$ cat config.mk
export PLATFORM = sky130hd
export DESIGN_NAME = tmd_table
export DESIGN_NICKNAME = d
export VERILOG_FILES = /design/src/rtl/core/tmd_pkg.sv /design/src/rtl/core/tmd_ram.sv /design/src/rtl/core/tmd_table.sv
export SDC_FILE = /design/constraint.sdc
export NUM_CORES = 2
export LEC_CHECK = 0
export ABC_CLOCK_PERIOD_IN_PS = 4500
export BUFFER_PORTS_ARGS = -buffer_cell sky130_fd_sc_hd__buf_4
export CAP_MARGIN = 40
export CORE_AREA = 2 2 842 844
export DETAILED_ROUTE_END_ITERATION = 10
export DIE_AREA = 0 0 844 846
export MAX_ROUTING_LAYER = met4
export PLACE_DENSITY = 0.4
export SLEW_MARGIN = 20
export SYNTH_ARGS = -nofsm -noshare
export SYNTH_HDL_FRONTEND = slang
export SYNTH_MEMORY_MAX_BITS = 65536
export SYNTH_SLANG_ARGS = --single-unit
$ cat constraint.sdc
create_clock -name clk_i -period 4.5 [get_ports clk_i]
set_input_delay 0.225 -clock clk_i [delete_from_list [all_inputs] [get_ports clk_i]]
set_output_delay 0.225 -clock clk_i [all_outputs]
set_load 0.05 [all_outputs]
$ cat src/rtl/core/tmd_pkg.sv
// shared types, constants and codes of the typed message deframer
package tmd_pkg;

  // table geometry
  localparam int NUM_TYPES = 256;
  localparam int TYPE_AW   = (NUM_TYPES > 1) ? $clog2(NUM_TYPES) : 1;

  // field widths
  localparam int BYTE_W = 8;
  localparam int CODE_W = 17;
  localparam int LEN_W  = 16;
  localparam int STAT_W = 3;

  // stream bus widths
  localparam int IN_TDATA_W  = 40;
  localparam int OUT_TDATA_W = 24;

  // special length codes
  localparam logic [CODE_W-1:0] CODE_UNBOUND  = '0;
  localparam logic [CODE_W-1:0] CODE_BYTE_LEN = '1;
  localparam logic [CODE_W-1:0] CODE_WORD_LEN = {{(CODE_W-1){1'b1}}, 1'b0};

  // header sizes of the length forms
  localparam logic [LEN_W-1:0] HDR_FIXED = 16'd1;
  localparam logic [LEN_W-1:0] HDR_BYTE  = 16'd2;
  localparam logic [LEN_W-1:0] HDR_WORD  = 16'd3;

  // request kinds
  typedef enum logic {
    OP_DEFINE = 1'b0,
    OP_BYTE   = 1'b1
  } op_e;

  // result status codes
  typedef enum logic [STAT_W-1:0] {
    ST_INCOMPLETE = 3'd0,
    ST_COMPLETE   = 3'd1,
    ST_UNBOUND    = 3'd2,
    ST_BADLEN     = 3'd3,
    ST_DEFINED    = 3'd4
  } status_e;

  // parser phases
  typedef enum logic [1:0] {
    PH_TYPE   = 2'd0,
    PH_LEN_LO = 2'd1,
    PH_LEN_HI = 2'd2,
    PH_BODY   = 2'd3
  } phase_e;

  // table access from the input stage
  typedef struct packed {
    logic              wr;
    logic              rd;
    logic [BYTE_W-1:0] wr_idx;
    logic [CODE_W-1:0] wr_code;
    logic [BYTE_W-1:0] rd_idx;
  } tbl_req_t;

  // one result of the parser
  typedef struct packed {
    status_e           status;
    logic [BYTE_W-1:0] msg_type;
    logic [LEN_W-1:0]  msg_len;
  } result_t;

endpackage

$ cat src/rtl/core/tmd_ram.sv
// generic single write port ram with registered read
module tmd_ram #(
  parameter int WIDTH = 8,
  parameter int DEPTH = 16
) (
  input  logic                             clk_i,
  input  logic                             wr_en_i,
  input  logic [$clog2(DEPTH)-1:0]         wr_addr_i,
  input  logic [WIDTH-1:0]                 wr_data_i,
  input  logic                             rd_en_i,
  input  logic [$clog2(DEPTH)-1:0]         rd_addr_i,
  output logic [WIDTH-1:0]                 rd_data_o
);

  logic [WIDTH-1:0] mem_q [DEPTH];
  logic [WIDTH-1:0] rd_data_q;

  // write port
  always_ff @(posedge clk_i) begin
    if (wr_en_i) begin
      mem_q[wr_addr_i] <= wr_data_i;
    end
  end

  // registered read port
  always_ff @(posedge clk_i) begin
    if (rd_en_i) begin
      rd_data_q <= mem_q[rd_addr_i];
    end
  end

  assign rd_data_o = rd_data_q;

endmodule

$ cat src/rtl/core/tmd_table.sv
// length code table: ram plus per-entry valid bits cleared at reset
module tmd_table (
  input  logic                           clk_i,
  input  logic                           rst_ni,
  input  tmd_pkg::tbl_req_t              req_i,
  output logic [tmd_pkg::CODE_W-1:0]     code_o
);

  import tmd_pkg::*;

  logic [NUM_TYPES-1:0] vld_q;
  logic                 hit_q;
  logic                 wr_in_range;
  logic                 rd_in_range;
  logic [TYPE_AW-1:0]   wr_addr;
  logic [TYPE_AW-1:0]   rd_addr;
  logic                 wr_en;
  logic [CODE_W-1:0]    rd_code;

  // index range checks and addresses
  assign wr_in_range = ({1'b0, req_i.wr_idx} < (BYTE_W+1)'(NUM_TYPES));
  assign rd_in_range = ({1'b0, req_i.rd_idx} < (BYTE_W+1)'(NUM_TYPES));
  assign wr_addr     = req_i.wr_idx[TYPE_AW-1:0];
  assign rd_addr     = req_i.rd_idx[TYPE_AW-1:0];
  assign wr_en       = req_i.wr && wr_in_range;

  tmd_ram #(
    .WIDTH (CODE_W),
    .DEPTH (NUM_TYPES)
  ) u_ram (
    .clk_i     (clk_i),
    .wr_en_i   (wr_en),
    .wr_addr_i (wr_addr),
    .wr_data_i (req_i.wr_code),
    .rd_en_i   (req_i.rd),
    .rd_addr_i (rd_addr),
    .rd_data_o (rd_code)
  );

  // valid bits, an entry never written reads as unbound
  always_ff @(posedge clk_i or negedge rst_ni) begin
    if (!rst_ni) begin
      vld_q <= '0;
    end else if (wr_en) begin
      vld_q[wr_addr] <= 1'b1;
    end
  end

  // hit flag travels with the registered read data
  always_ff @(posedge clk_i or negedge rst_ni) begin
    if (!rst_ni) begin
      hit_q <= 1'b0;
    end else if (req_i.rd) begin
      hit_q <= rd_in_range && vld_q[rd_addr];
    end
  end

  assign code_o = hit_q ? rd_code : CODE_UNBOUND;

  // a stored definition marks its entry valid
  a_write_sets_valid: assert property (@(posedge clk_i) disable iff (!rst_ni)
    wr_en |=> vld_q[$past(wr_addr)])
    else $error("table write did not set the valid bit");

endmodule

==> impl_metrics.py <==
metrics = {
    "floorplan": {
        "core_mm2": 0.706,
        "initial_core_util_pct": 24.9,
        "die_h_um": 846,
        "io_pins": 54,
        "die_area_mm2": 0.714,
        "fp-row-count": 309,
        "chipWidth_um": 844,
    },
    "finish": {
        "fin_util_pct": 29.8,
        "final_cells": 18368,
        "mostFrequentLayoutCells": "4,369 x edfxtp_1, 1,138 x mux4_2, 599 x buf_4",
        "area_growth_pct": 19.9,
        "fillers": 68030,
        "final_common_cell": "edfxtp_1",
        "drive_gt1_share_pct": 34.6,
        "final_nets": 8602,
    },
    "detailed_routing": {
        "firstDrtPassIters": 5,
        "drt_wl_total_um": 555000,
        "postRouteAntennaNets": 0,
        "wl_per_cell_um": 30.2,
        "drc": 0,
        "via_per_inst": 4.70,
        "vias": 86263,
        "drt_iter0_markers": 8386,
    },
    "clock_network": {
        "cts_root_buf": "clkbuf_16",
        "cts_tree": "yes",
        "clockBufferDepth": 4,
        "cts_buffers": 537,
        "htreeDepth": 6,
        "cts.sinks": 4626,
        "ctsResizeCount": 0,
        "cts.clk_slew.worst_paths_ns": 0.06,
        "clkLatencyLatePin_ns": 1.09,
    },
    "yosys": {
        "ys_async_sr_fraction_pct": 5.56,
        "ys_ff_latch": 4626,
        "ys.flop_type": "edfxtp_1",
        "ys_seq_area_share_pct": 78.4,
        "syn_area_mm2": 0.176,
        "synth.avg_cell_area_um2": 22.7,
        "synth-edff-count": 4369,
        "yosys_warnings": 0,
        "syn_nets": 7758,
        "syn_inst": 7721,
        "synth_cell_types": 43,
    },
    "global_route": {
        "grt_pass1_vias": 90793,
        "antenna_found_initial": 53,
        "overflow": 0,
        "grt_max_degree": 145,
        "grt_usage_pct": 15.6,
        "grt_pass1_wl_um": 763000,
    },
    "run_status": {
        "status": "finished, final reports clean",
    },
    "critical_path": {
        "path_max_fanout": 56,
        "slowest_stage": "a221oi_1",
        "critical_path.max_stage_delay_ns": 0.67,
        "path_class": "in2reg",
        "cp.required_ns": 5.28,
        "worstSetupEndpointType": "flip-flop",
        "startpoint_type": "input port",
        "crit_chain": "buf_12, buf_12, buf_4, mux4_2, a22o_1, a221oi_1, o22ai_1, o21ai_0, buf_4, nand4_1",
        "cp.buffers_inverters": 4,
        "crit_arrival_ns": 4.10,
        "crit_family": "compound AO/OA/AOI/OAI gates",
    },
    "placement": {
        "io_buffer_count": 53,
        "dp.cells": 17318,
        "gp_congestion": 0.788,
        "dp_hpwl_um": 334000,
    },
    "power": {
        "power_frac_comb_pct": 5.4,
        "power_switching_w": 0.0214,
        "powerDensity_mw_per_mm2": 453,
        "power_frac_clock_pct": 44.7,
        "leakagePower_nw": 66.6,
        "p_int_w": 0.0739,
        "p_seq_share_pct": 49.9,
        "ir_drop_v": 0.000385,
        "sw_frac_of_total_pct": 22.5,
    },
    "sta": {
        "slew_viol_final": 0,
        "setup_viol": 0,
        "fmax_mhz": 301,
        "layout_min_cycle_time_ns": 3.32,
        "finalCritPeriodShare_pct": 73.7,
        "relSlewSlack_pct": 21.6,
        "skew_ns": 0.0737,
        "grt_setup_unrepaired": "false",
        "hold_viol": 0,
        "worst_pin_slew_ns": 1.18,
    },
    "min_path": {
        "hold_path.class": "in2reg",
    },
    "flow_run": {
        "max_cap_violations": 0,
    },
}
final timing paths:
path | cells after the start | startpoint | end | slack [ns]
max | 10 | req_i[1] | u_ram.rd_data_o[6] | 1.18
min | 2 | req_i[14] | u_ram.mem_q[193][6] | 0.21
max reg2reg | 7 | u_ram.mem_q[179][6] | u_ram.rd_data_o[6] | 1.23
min reg2reg | 1 | vld_q[98] | vld_q[98] | 0.46
max in group asynchronous | 4 | rst_ni | vld_q[98] | 3.46
min in group asynchronous | 4 | rst_ni | vld_q[61] | 0.38
synth_stat cells (3+ instances only):
master	instances	area, um2
nand3_1	25	125
a211oi_1	5	37.5
o221ai_1	12	105
nand2_1	31	116
nor2b_1	11	68.8
a22oi_1	3	22.5
nor2_1	267	1000
a21oi_1	3	15.0
dfrtp_1	257	6430
buf_4	47	353
o21ai_1	54	270
a22o_1	274	2400
buf_2	116	581
clkbuf_1	237	890
and2_1	18	113
o22ai_1	145	907
mux4_2	1138	25600
o21ai_0	15	75.1
buf_6	28	315
mux2i_1	38	380
nand4_1	29	181
buf_1	40	150
a221oi_1	272	2380
inv_1	5	18.8
edfxtp_1	4369	131000
nand2b_1	3	18.8
or2_2	257	1610
layer usage:
metal  vias up  routed length, um  share of wire, %  GRT usage, %
met2      2450             269000                48          25.2
met1     48208             246000                44          20.9
met3       687              28000               5.0          2.12
li1      34918                  -                 -             -
met4         0              12500               2.2          3.39
met5         -                  0                 0             -
flip-flops by register name, indices dropped and copies added, names as in the netlist:
register,flops
u_ram.mem_q,4352
u_ram.rd_data_o,17
vld_q,256
hit_q,1
power groups by stage:
stage	clock (W)	sequential [W]	combinational, W
2_1_floorplan	0	0.0484	0.00244
3_3_place_gp	0	0.0484	0.00517
3_5_place_dp	0	0.0484	0.00525
4_1_cts	0.0437	0.0475	0.00531
5_1_grt	0.0453	0.0475	0.00548
6_report	0.0426	0.0475	0.00518
area by class of cell:
| cell class | count | area (um2) | area share [%] |
|---|---|---|---|
| clock inverter | 289 | 2800 | 1.33 |
| multi-input combinational | 2622 | 36300 | 17.3 |
| antenna | 35 | 87.6 | 0.0416 |
| tap | 9330 | 11700 | 5.55 |
| inverter | 5 | 18.8 | 0.00892 |
| clock buffer | 688 | 14400 | 6.82 |
| sequential | 4626 | 138000 | 65.4 |
| timing repair buffer | 773 | 7540 | 3.58 |
through the flow:
stage | hold WS [ns] | setup TNS (ns) | cell area (um2) | worst slack [ns] | power, W
3_5_place_dp | 0.290 | 0 | 193000 | 0.0814 | 0.0537
2_1_floorplan | -0.0706 | 0 | 176000 | 1.99 | 0.0508
6_report | 0.207 | 0 | 210000 | 1.18 | 0.0953
4_1_cts | 0.0986 | 0 | 210000 | 1.16 | 0.0965
5_1_grt | 0.165 | 0 | 210000 | 1.11 | 0.0983
3_3_place_gp | 0.265 | -0.154 | 192000 | -0.154 | 0.0536
what timing repair did:
action	in CTS	in global routing
setup buffers	0	0
hold buffers	35	0
endpoints found under the setup margin	0	0
endpoints found under the hold margin	2421	0
logic make-up (layout without fill, tap and decap cells):
kind of cell    Yosys count  count (layout)  synth area share (%)
mux                    1178            1178                  14.8
other cells               0              35                     0
simple gates            651             651                  1.88
flops                  4626            4626                  78.4
compound gates          793             793                  3.59
buf+inv                 473            1755                  1.31
No activity file was read; power rests on OpenSTA's default activity.
