[src/rtl/core/tmd_pkg.sv]
// shared types, constants and codes of the typed message deframer
package tmd_pkg;

  // table geometry
  localparam int NUM_TYPES = 256;
  localparam int TYPE_AW   = (NUM_TYPES > 1) ? $clog2(NUM_TYPES) : 1;

  // field widths
  localparam int BYTE_W = 8;
  localparam int CODE_W = 17;
  localparam int LEN_W  = 16;
  localparam int STAT_W = 3;

  // stream bus widths
  localparam int IN_TDATA_W  = 40;
  localparam int OUT_TDATA_W = 24;

  // special length codes
  localparam logic [CODE_W-1:0] CODE_UNBOUND  = '0;
  localparam logic [CODE_W-1:0] CODE_BYTE_LEN = '1;
  localparam logic [CODE_W-1:0] CODE_WORD_LEN = {{(CODE_W-1){1'b1}}, 1'b0};

  // header sizes of the length forms
  localparam logic [LEN_W-1:0] HDR_FIXED = 16'd1;
  localparam logic [LEN_W-1:0] HDR_BYTE  = 16'd2;
  localparam logic [LEN_W-1:0] HDR_WORD  = 16'd3;

  // request kinds
  typedef enum logic {
    OP_DEFINE = 1'b0,
    OP_BYTE   = 1'b1
  } op_e;

  // result status codes
  typedef enum logic [STAT_W-1:0] {
    ST_INCOMPLETE = 3'd0,
    ST_COMPLETE   = 3'd1,
    ST_UNBOUND    = 3'd2,
    ST_BADLEN     = 3'd3,
    ST_DEFINED    = 3'd4
  } status_e;

  // parser phases
  typedef enum logic [1:0] {
    PH_TYPE   = 2'd0,
    PH_LEN_LO = 2'd1,
    PH_LEN_HI = 2'd2,
    PH_BODY   = 2'd3
  } phase_e;

  // table access from the input stage
  typedef struct packed {
    logic              wr;
    logic              rd;
    logic [BYTE_W-1:0] wr_idx;
    logic [CODE_W-1:0] wr_code;
    logic [BYTE_W-1:0] rd_idx;
  } tbl_req_t;

  // one result of the parser
  typedef struct packed {
    status_e           status;
    logic [BYTE_W-1:0] msg_type;
    logic [LEN_W-1:0]  msg_len;
  } result_t;

endpackage

[src/rtl/core/tmd_parser.sv]
// message parser state and result logic, one request per step
module tmd_parser (
  input  logic                           clk_i,
  input  logic                           rst_ni,
  input  logic                           step_i,
  input  tmd_pkg::op_e                   op_i,
  input  logic [tmd_pkg::BYTE_W-1:0]     byte_i,
  input  logic [tmd_pkg::CODE_W-1:0]     code_i,
  output tmd_pkg::result_t               result_o
);

  import tmd_pkg::*;

  phase_e             phase_q, phase_d;
  logic [BYTE_W-1:0]  type_q, type_d;
  logic [LEN_W-1:0]   exp_q, exp_d;
  logic [LEN_W-1:0]   rcv_q, rcv_d;
  logic               fin;
  logic [LEN_W-1:0]   fin_total;
  logic [LEN_W-1:0]   fin_hdr;
  logic [LEN_W-1:0]   body_cnt;

  assign body_cnt = rcv_q + 16'd1;

  // next state and result
  always_comb begin
    phase_d   = phase_q;
    type_d    = type_q;
    exp_d     = exp_q;
    rcv_d     = rcv_q;
    fin       = 1'b0;
    fin_total = '0;
    fin_hdr   = HDR_FIXED;
    result_o.status  = ST_DEFINED;
    result_o.msg_len = '0;
    if (op_i == OP_BYTE) begin
      result_o.status = ST_INCOMPLETE;
      case (phase_q)
        PH_TYPE: begin
          type_d = byte_i;
          rcv_d  = 16'd1;
          if (code_i == CODE_UNBOUND) begin
            result_o.status = ST_UNBOUND;
          end else if (!code_i[CODE_W-1]) begin
            fin       = 1'b1;
            fin_total = code_i[LEN_W-1:0];
            fin_hdr   = HDR_FIXED;
          end else if (code_i == CODE_BYTE_LEN) begin
            exp_d   = HDR_BYTE;
            phase_d = PH_LEN_LO;
          end else if (code_i == CODE_WORD_LEN) begin
            exp_d   = HDR_WORD;
            phase_d = PH_LEN_LO;
          end else begin
            result_o.status = ST_BADLEN;
          end
        end
        PH_LEN_LO: begin
          rcv_d = 16'd2;
          if (exp_q == HDR_BYTE) begin
            fin       = 1'b1;
            fin_total = {8'd0, byte_i};
            fin_hdr   = HDR_BYTE;
          end else begin
            exp_d   = {8'd0, byte_i};
            phase_d = PH_LEN_HI;
          end
        end
        PH_LEN_HI: begin
          rcv_d     = 16'd3;
          fin       = 1'b1;
          fin_total = {byte_i, exp_q[BYTE_W-1:0]};
          fin_hdr   = HDR_WORD;
        end
        PH_BODY: begin
          rcv_d = body_cnt;
          if (body_cnt >= exp_q) begin
            result_o.status  = ST_COMPLETE;
            result_o.msg_len = exp_q;
            phase_d          = PH_TYPE;
          end
        end
        default: begin
          phase_d = PH_TYPE;
        end
      endcase
      // declared length against its header
      if (fin) begin
        if (fin_total < fin_hdr) begin
          result_o.status = ST_BADLEN;
          phase_d         = PH_TYPE;
        end else if (fin_total == fin_hdr) begin
          result_o.status  = ST_COMPLETE;
          result_o.msg_len = fin_total;
          phase_d          = PH_TYPE;
        end else begin
          exp_d   = fin_total;
          phase_d = PH_BODY;
        end
      end
    end
    result_o.msg_type = type_d;
  end

  // parser state registers
  always_ff @(posedge clk_i or negedge rst_ni) begin
    if (!rst_ni) begin
      phase_q <= PH_TYPE;
      type_q  <= '0;
      exp_q   <= '0;
      rcv_q   <= '0;
    end else if (step_i) begin
      phase_q <= phase_d;
      type_q  <= type_d;
      exp_q   <= exp_d;
      rcv_q   <= rcv_d;
    end
  end

  // inside a body the count stays below the total
  a_body_count: assert property (@(posedge clk_i) disable iff (!rst_ni)
    (phase_q == PH_BODY) |-> (rcv_q < exp_q))
    else $error("body byte count reached total without completion");

  // length is reported exactly on completion
  a_len_on_complete: assert property (@(posedge clk_i) disable iff (!rst_ni)
    step_i |-> ((result_o.status == ST_COMPLETE) == (result_o.msg_len != '0)))
    else $error("message length disagrees with completion status");

  // the high length byte always follows the low one
  a_len_hi_entry: assert property (@(posedge clk_i) disable iff (!rst_ni)
    (phase_q == PH_LEN_HI) |->
      ($past(phase_q) == PH_LEN_LO || $past(phase_q) == PH_LEN_HI))
    else $error("high length phase entered out of order");

endmodule
[config.mk]
export PLATFORM = sky130hd
export DESIGN_NAME = tmd_parser
export DESIGN_NICKNAME = d
export VERILOG_FILES = /design/src/rtl/core/tmd_pkg.sv /design/src/rtl/core/tmd_parser.sv
export SDC_FILE = /design/constraint.sdc
export NUM_CORES = 1
export LEC_CHECK = 0
export BUFFER_PORTS_ARGS = -buffer_cell sky130_fd_sc_hd__buf_4
export CAP_MARGIN = 40
export CELL_PAD_IN_SITES_DETAIL_PLACEMENT = 0
export CELL_PAD_IN_SITES_GLOBAL_PLACEMENT = 2
export CORE_MARGIN = 3
export CORE_UTILIZATION = 35
export CTS_BUF_LIST = sky130_fd_sc_hd__clkbuf_16
export DETAILED_ROUTE_END_ITERATION = 10
export GPL_TIMING_DRIVEN = 0
export PLACE_DENSITY = 0.87
export SYNTH_ARGS = -nofsm -noshare
export SYNTH_HDL_FRONTEND = slang
export SYNTH_SLANG_ARGS = --single-unit
[constraint.sdc]
create_clock -name clk_i -period 8.12 [get_ports clk_i]
set_input_delay 0.406 -clock clk_i [delete_from_list [all_inputs] [get_ports clk_i]]
set_output_delay 0.406 -clock clk_i [all_outputs]
set_load 0.03 [all_outputs]
==> results summary <==
The flow ran to the end, and the final reports show no timing, DRC or antenna violations. The ratio of cells with drive above 1 in the final layout came out at about a fifth. The minimum clock period after layout came out at ~5 ns. 56 I/O pins were placed. The cell area that synthesis handed to floorplanning was approximately 0.0033 mm². The library cells used most frequently in the layout, excluding fill and tap cells, are 56 x buf_4, 42 x dfrtp_1, 41 x o21ai_0, 39 x nand2_1, 29 x inv_1. The height of the die came out at 103 µm. The number of buffers on the longest clock path came out at 2. Max-cap violations in this run came to 0. The via count of the first global-routing pass is between 3000 and 4000. The register-to-register setup slack is ~4.2 ns.

The critical setup path kind is reg2out. Sequential elements use a little under a third of the synthesized area. The setup-violating endpoint count in the final report came out at 0.

The share of power burned in combinational logic came out at about 54%. In this run the critical register-to-register path is captured at phase_q[1]. The part of the cycle the worst path needs came out at roughly 61%. The sequential group share of total power is around 28%. The die footprint came out at 0.0106 mm². The vias per cell is 5.62. The family with the most delay on the worst path is simple AND/OR/NAND/NOR gates.

The number of buffers inserted by post-CTS setup repair is 0. The total of buffers placed on input and output ports came out at 54. The most used flip-flop cell after synthesis is dfrtp_1. The violation count after the first detailed-route iteration came out at 175.

The total global routing track utilization came out at slightly above 20%. For this block, the via count after detailed routing is about 3200. The master of the slowest instance on the critical path is nor4b_1.

STA classifies the critical path endpoint as a primary output. The number of design rule violations left after detail routing is 0. The diode insertion count for antenna repair is 0. For this run, the slowest stage of the critical path takes 0.67 ns. The area of the placeable core came out at a little under 0.009 mm². Synthesis instantiated between 50 and 60 different standard cells from the library. The clock transition time at the flip-flop clock pins of the worst setup and hold paths is ~0.06 ns.

The biggest area contributor in the post-synthesis netlist is dfrtp_1. The number of flops mapped to enable cells by yosys came out at 0. Dividing the synthesized area by the synthesized cell count gives approximately 8.4 µm².

In this run the remaining antenna-violating nets after routing total 0. Measured in cells, the most critical reg-to-reg path has a length of 14. For this design the total switching power over the nets is 0.546 mW. The Yosys warning count came out at 0. Adding up every negative setup slack in the final design gives 0 ns. Counting every instance in the synthesized netlist gives 392. The H-tree level count is 2.

The largest driver fanout on the critical path is 10. The final-report max-slew violation count was 0. The share of synthesized flip-flops with an asynchronous set or reset came out at 100%. The clock skew is between 0.006 and 0.007 ns. The total placed instance area is about 0.0038 mm².

The launch instance of the worst register-to-register path is rcv_q[0]. The worst vdd rail ir drop is about 0.14 mV. The first global-routing pass estimated around 17000 µm of wire. Summed over all nets, the half-perimeter wirelength after detailed placement is ~7800 µm. At the worst endpoint, the arrival time is roughly 4.5 ns. The sum of buffers and inverters on the critical path came out at 2. The clock network is responsible for between 10% and 20% of the overall power. The number of buffers added to fix hold violations after cts is 0.

Entering global routing, the biggest net connects 43 pins. The top-area cell type share of the netlist area came out at about a third. In the final routed layout, each cell accounts on average for between 15 and 20 µm. The fraction of power spent switching nets came out at around 44%. The worst hold path belongs to the class in2async. The signal on the critical path passes through ha_1 -> nand2_1 -> nor4_1 -> and3_1 -> and3_1 -> xor2_1 -> ha_1 -> a21o_1 -> a211oi_1 -> o21ai_0 -> o21ai_0 -> nor4b_1 -> clkbuf_1 -> nand2_1 -> o31ai_1 -> buf_4.

The aggregate global routing overflow came out at 0. The final number of hold-violating endpoints came out at 0. The post-synthesis sequential element count came out at 42. The initial standard-cell utilization of the core is a little under two fifths.

Setup repair after global routing left no endpoint under its margin. The number of iterations in the first detailed-routing pass is 5. The type of element launching the critical path is a flop. The static leakage came out at 1.84 nW. Setup slack on the critical path of the routed design comes to around 3.2 ns.

The post-cts repair resize count is 0. The post-placement setup slack is around 3.5 ns. The final-stage net count came out at a little over 500. The actual transition at the worst max-transition pin came out at around 0.74 ns.

The highest clock frequency the design can meet is ~200 MHz. Ranked by total cell area, the synthesized netlist is headed by dfrtp_1 32%, ha_1 8.7%, o21ai_0 6.2%, mux2_2 5.1%, nand2_1 4.4%. Counting the buffers created by CTS gives 5. The number of nets in the synthesized netlist is ~440. The synthesis-to-layout area growth came out at 21.2%. The clock network latency to the later pin of the worst-skew pair came out at roughly 0.28 ns. TritonCTS built the clock tree. The routed wire length is 10100 µm. The cell sitting at the root of the clock tree is a clkbuf_16. STA puts the critical path data required time at 7.71 ns.

After floorplanning, the core was divided into 34 placement rows. The placer congestion estimate came out at 0.893. The internal power component came out at just under 0.7 mW. The most frequent standard cell in the layout excluding fill and tap cells is buf_4. The width of the die came out at around 100 µm. The worst pin sits at a relative slew slack of 50.0%. The number of antenna violations at the first check in global routing was 0. Power spread over the standard cell area amounts to just over 300 mW/mm². The tree built by TritonCTS fans out to 42 sinks. The share of the core filled with cells in the final layout came out at around 45%.

The finished cells cover approximately 0.004 mm².
==> cell families after synthesis <==
| logic type | synth area share (%) |
|---|---|
| simple gates | 24.6 |
| flops | 31.9 |
| xor+xnor | 3.72 |
| fa+ha+maj | 8.73 |
| buf+inv | 5.69 |
| compound gates | 20.0 |
| mux | 5.42 |
==> how the worst max path moves through the flow <==
| stage | start | to | slack (ns) | cells after the start |
|---|---|---|---|---|
| final | rcv_q[0] | result_o[1] | 3.19 | 16 |
| after CTS | rcv_q[0] | result_o[1] | 3.15 | 16 |
| after floorplan | rcv_q[0] | result_o[10] | 4.31 | 14 |
| after detailed placement | rcv_q[0] | result_o[1] | 3.48 | 16 |
| after global routing | rcv_q[0] | result_o[1] | 2.63 | 16 |
| after global placement | rcv_q[0] | result_o[1] | 3.46 | 16 |
==> power by group through the flow <==
stage / clock (mW) / sequential, mW / combinational, mW
after floorplan: 0 / 0.322 / 0.479
after global placement: 0 / 0.346 / 0.654
after detailed placement: 0 / 0.348 / 0.663
after CTS: 0.231 / 0.345 / 0.667
after global routing: 0.240 / 0.357 / 0.745
final: 0.225 / 0.345 / 0.666
==> final cells by class <==
cell class | count | area, µm²
Fill cell | 915 | 4940
Multi-Input combinational cell | 303 | 2060
Sequential cell | 42 | 1050
Timing Repair Buffer | 54 | 405
Tap cell | 108 | 135
Clock buffer | 5 | 125
Inverter | 29 | 109
Buffer | 18 | 78.8
Clock inverter | 2 | 33.8
==> metal layers <==
layer | track usage [%] | wire length [µm] | up-vias
li1 | - | - | 1551
met1 | 28.2 | 4900 | 1493
met2 | 32.5 | 4570 | 103
met3 | 3.38 | 562 | 6
met4 | 4.48 | 91 | 0
met5 | 0 | 0 | -
==> state kept, by name, summed over array words and instances, names as in the netlist <==
| name | cells |
|---|---|
| type_q | 8 |
| rcv_q | 16 |
| phase_q | 2 |
| exp_q | 16 |
==> synthesized netlist by cell type, drive strengths merged, types with 2 or more instances <==
| library cell | instances |
|---|---|
| mux2 | 15 |
| or2 | 2 |
| nand3b | 2 |
| and2 | 19 |
| and3 | 7 |
| or3 | 3 |
| a221oi | 2 |
| a32oi | 2 |
| a222oi | 4 |
| inv | 29 |
| buf | 5 |
| o31ai | 3 |
| a22oi | 9 |
| a31oi | 4 |
| nor2b | 2 |
| a211oi | 2 |
| nor2 | 18 |
| o2bb2ai | 2 |
| nand2b | 5 |
| xnor2 | 5 |
| nor4b | 2 |
| o21ai | 42 |
| o221ai | 3 |
| dfrtp | 42 |
| ha | 23 |
| clkbuf | 13 |
| a22o | 6 |
| nor3 | 3 |
| o21a | 4 |
| xor2 | 9 |
| nand4 | 7 |
| a21oi | 9 |
| a21o | 4 |
| nor4 | 12 |
| nand3 | 23 |
| nand2 | 39 |
==> per-stage QoR <==
step	total power [mW]	hold slack, ns	std cells
after floorplan	0.800	0.110	392
after global placement	1.00	0.440	554
after detailed placement	1.01	0.443	554
after CTS	1.24	0.142	561
after global routing	1.34	0.159	561
final	1.24	0.120	561
==> worst register-to-register path, stage by stage, from the launching register on <==
cell and delay (ns):
dfrtp_1 0.41, ha_1 0.23, nand2_1 0.11, nor4_1 0.58
and3_1 0.33, and3_1 0.23, xor2_1 0.09, ha_1 0.29
a21o_1 0.11, a211oi_1 0.08, o21ai_0 0.07, o21ai_0 0.19
o21a_1 0.24, nor4_1 0.50, mux2_2 0.39
Power figures use the tool's default switching activity.
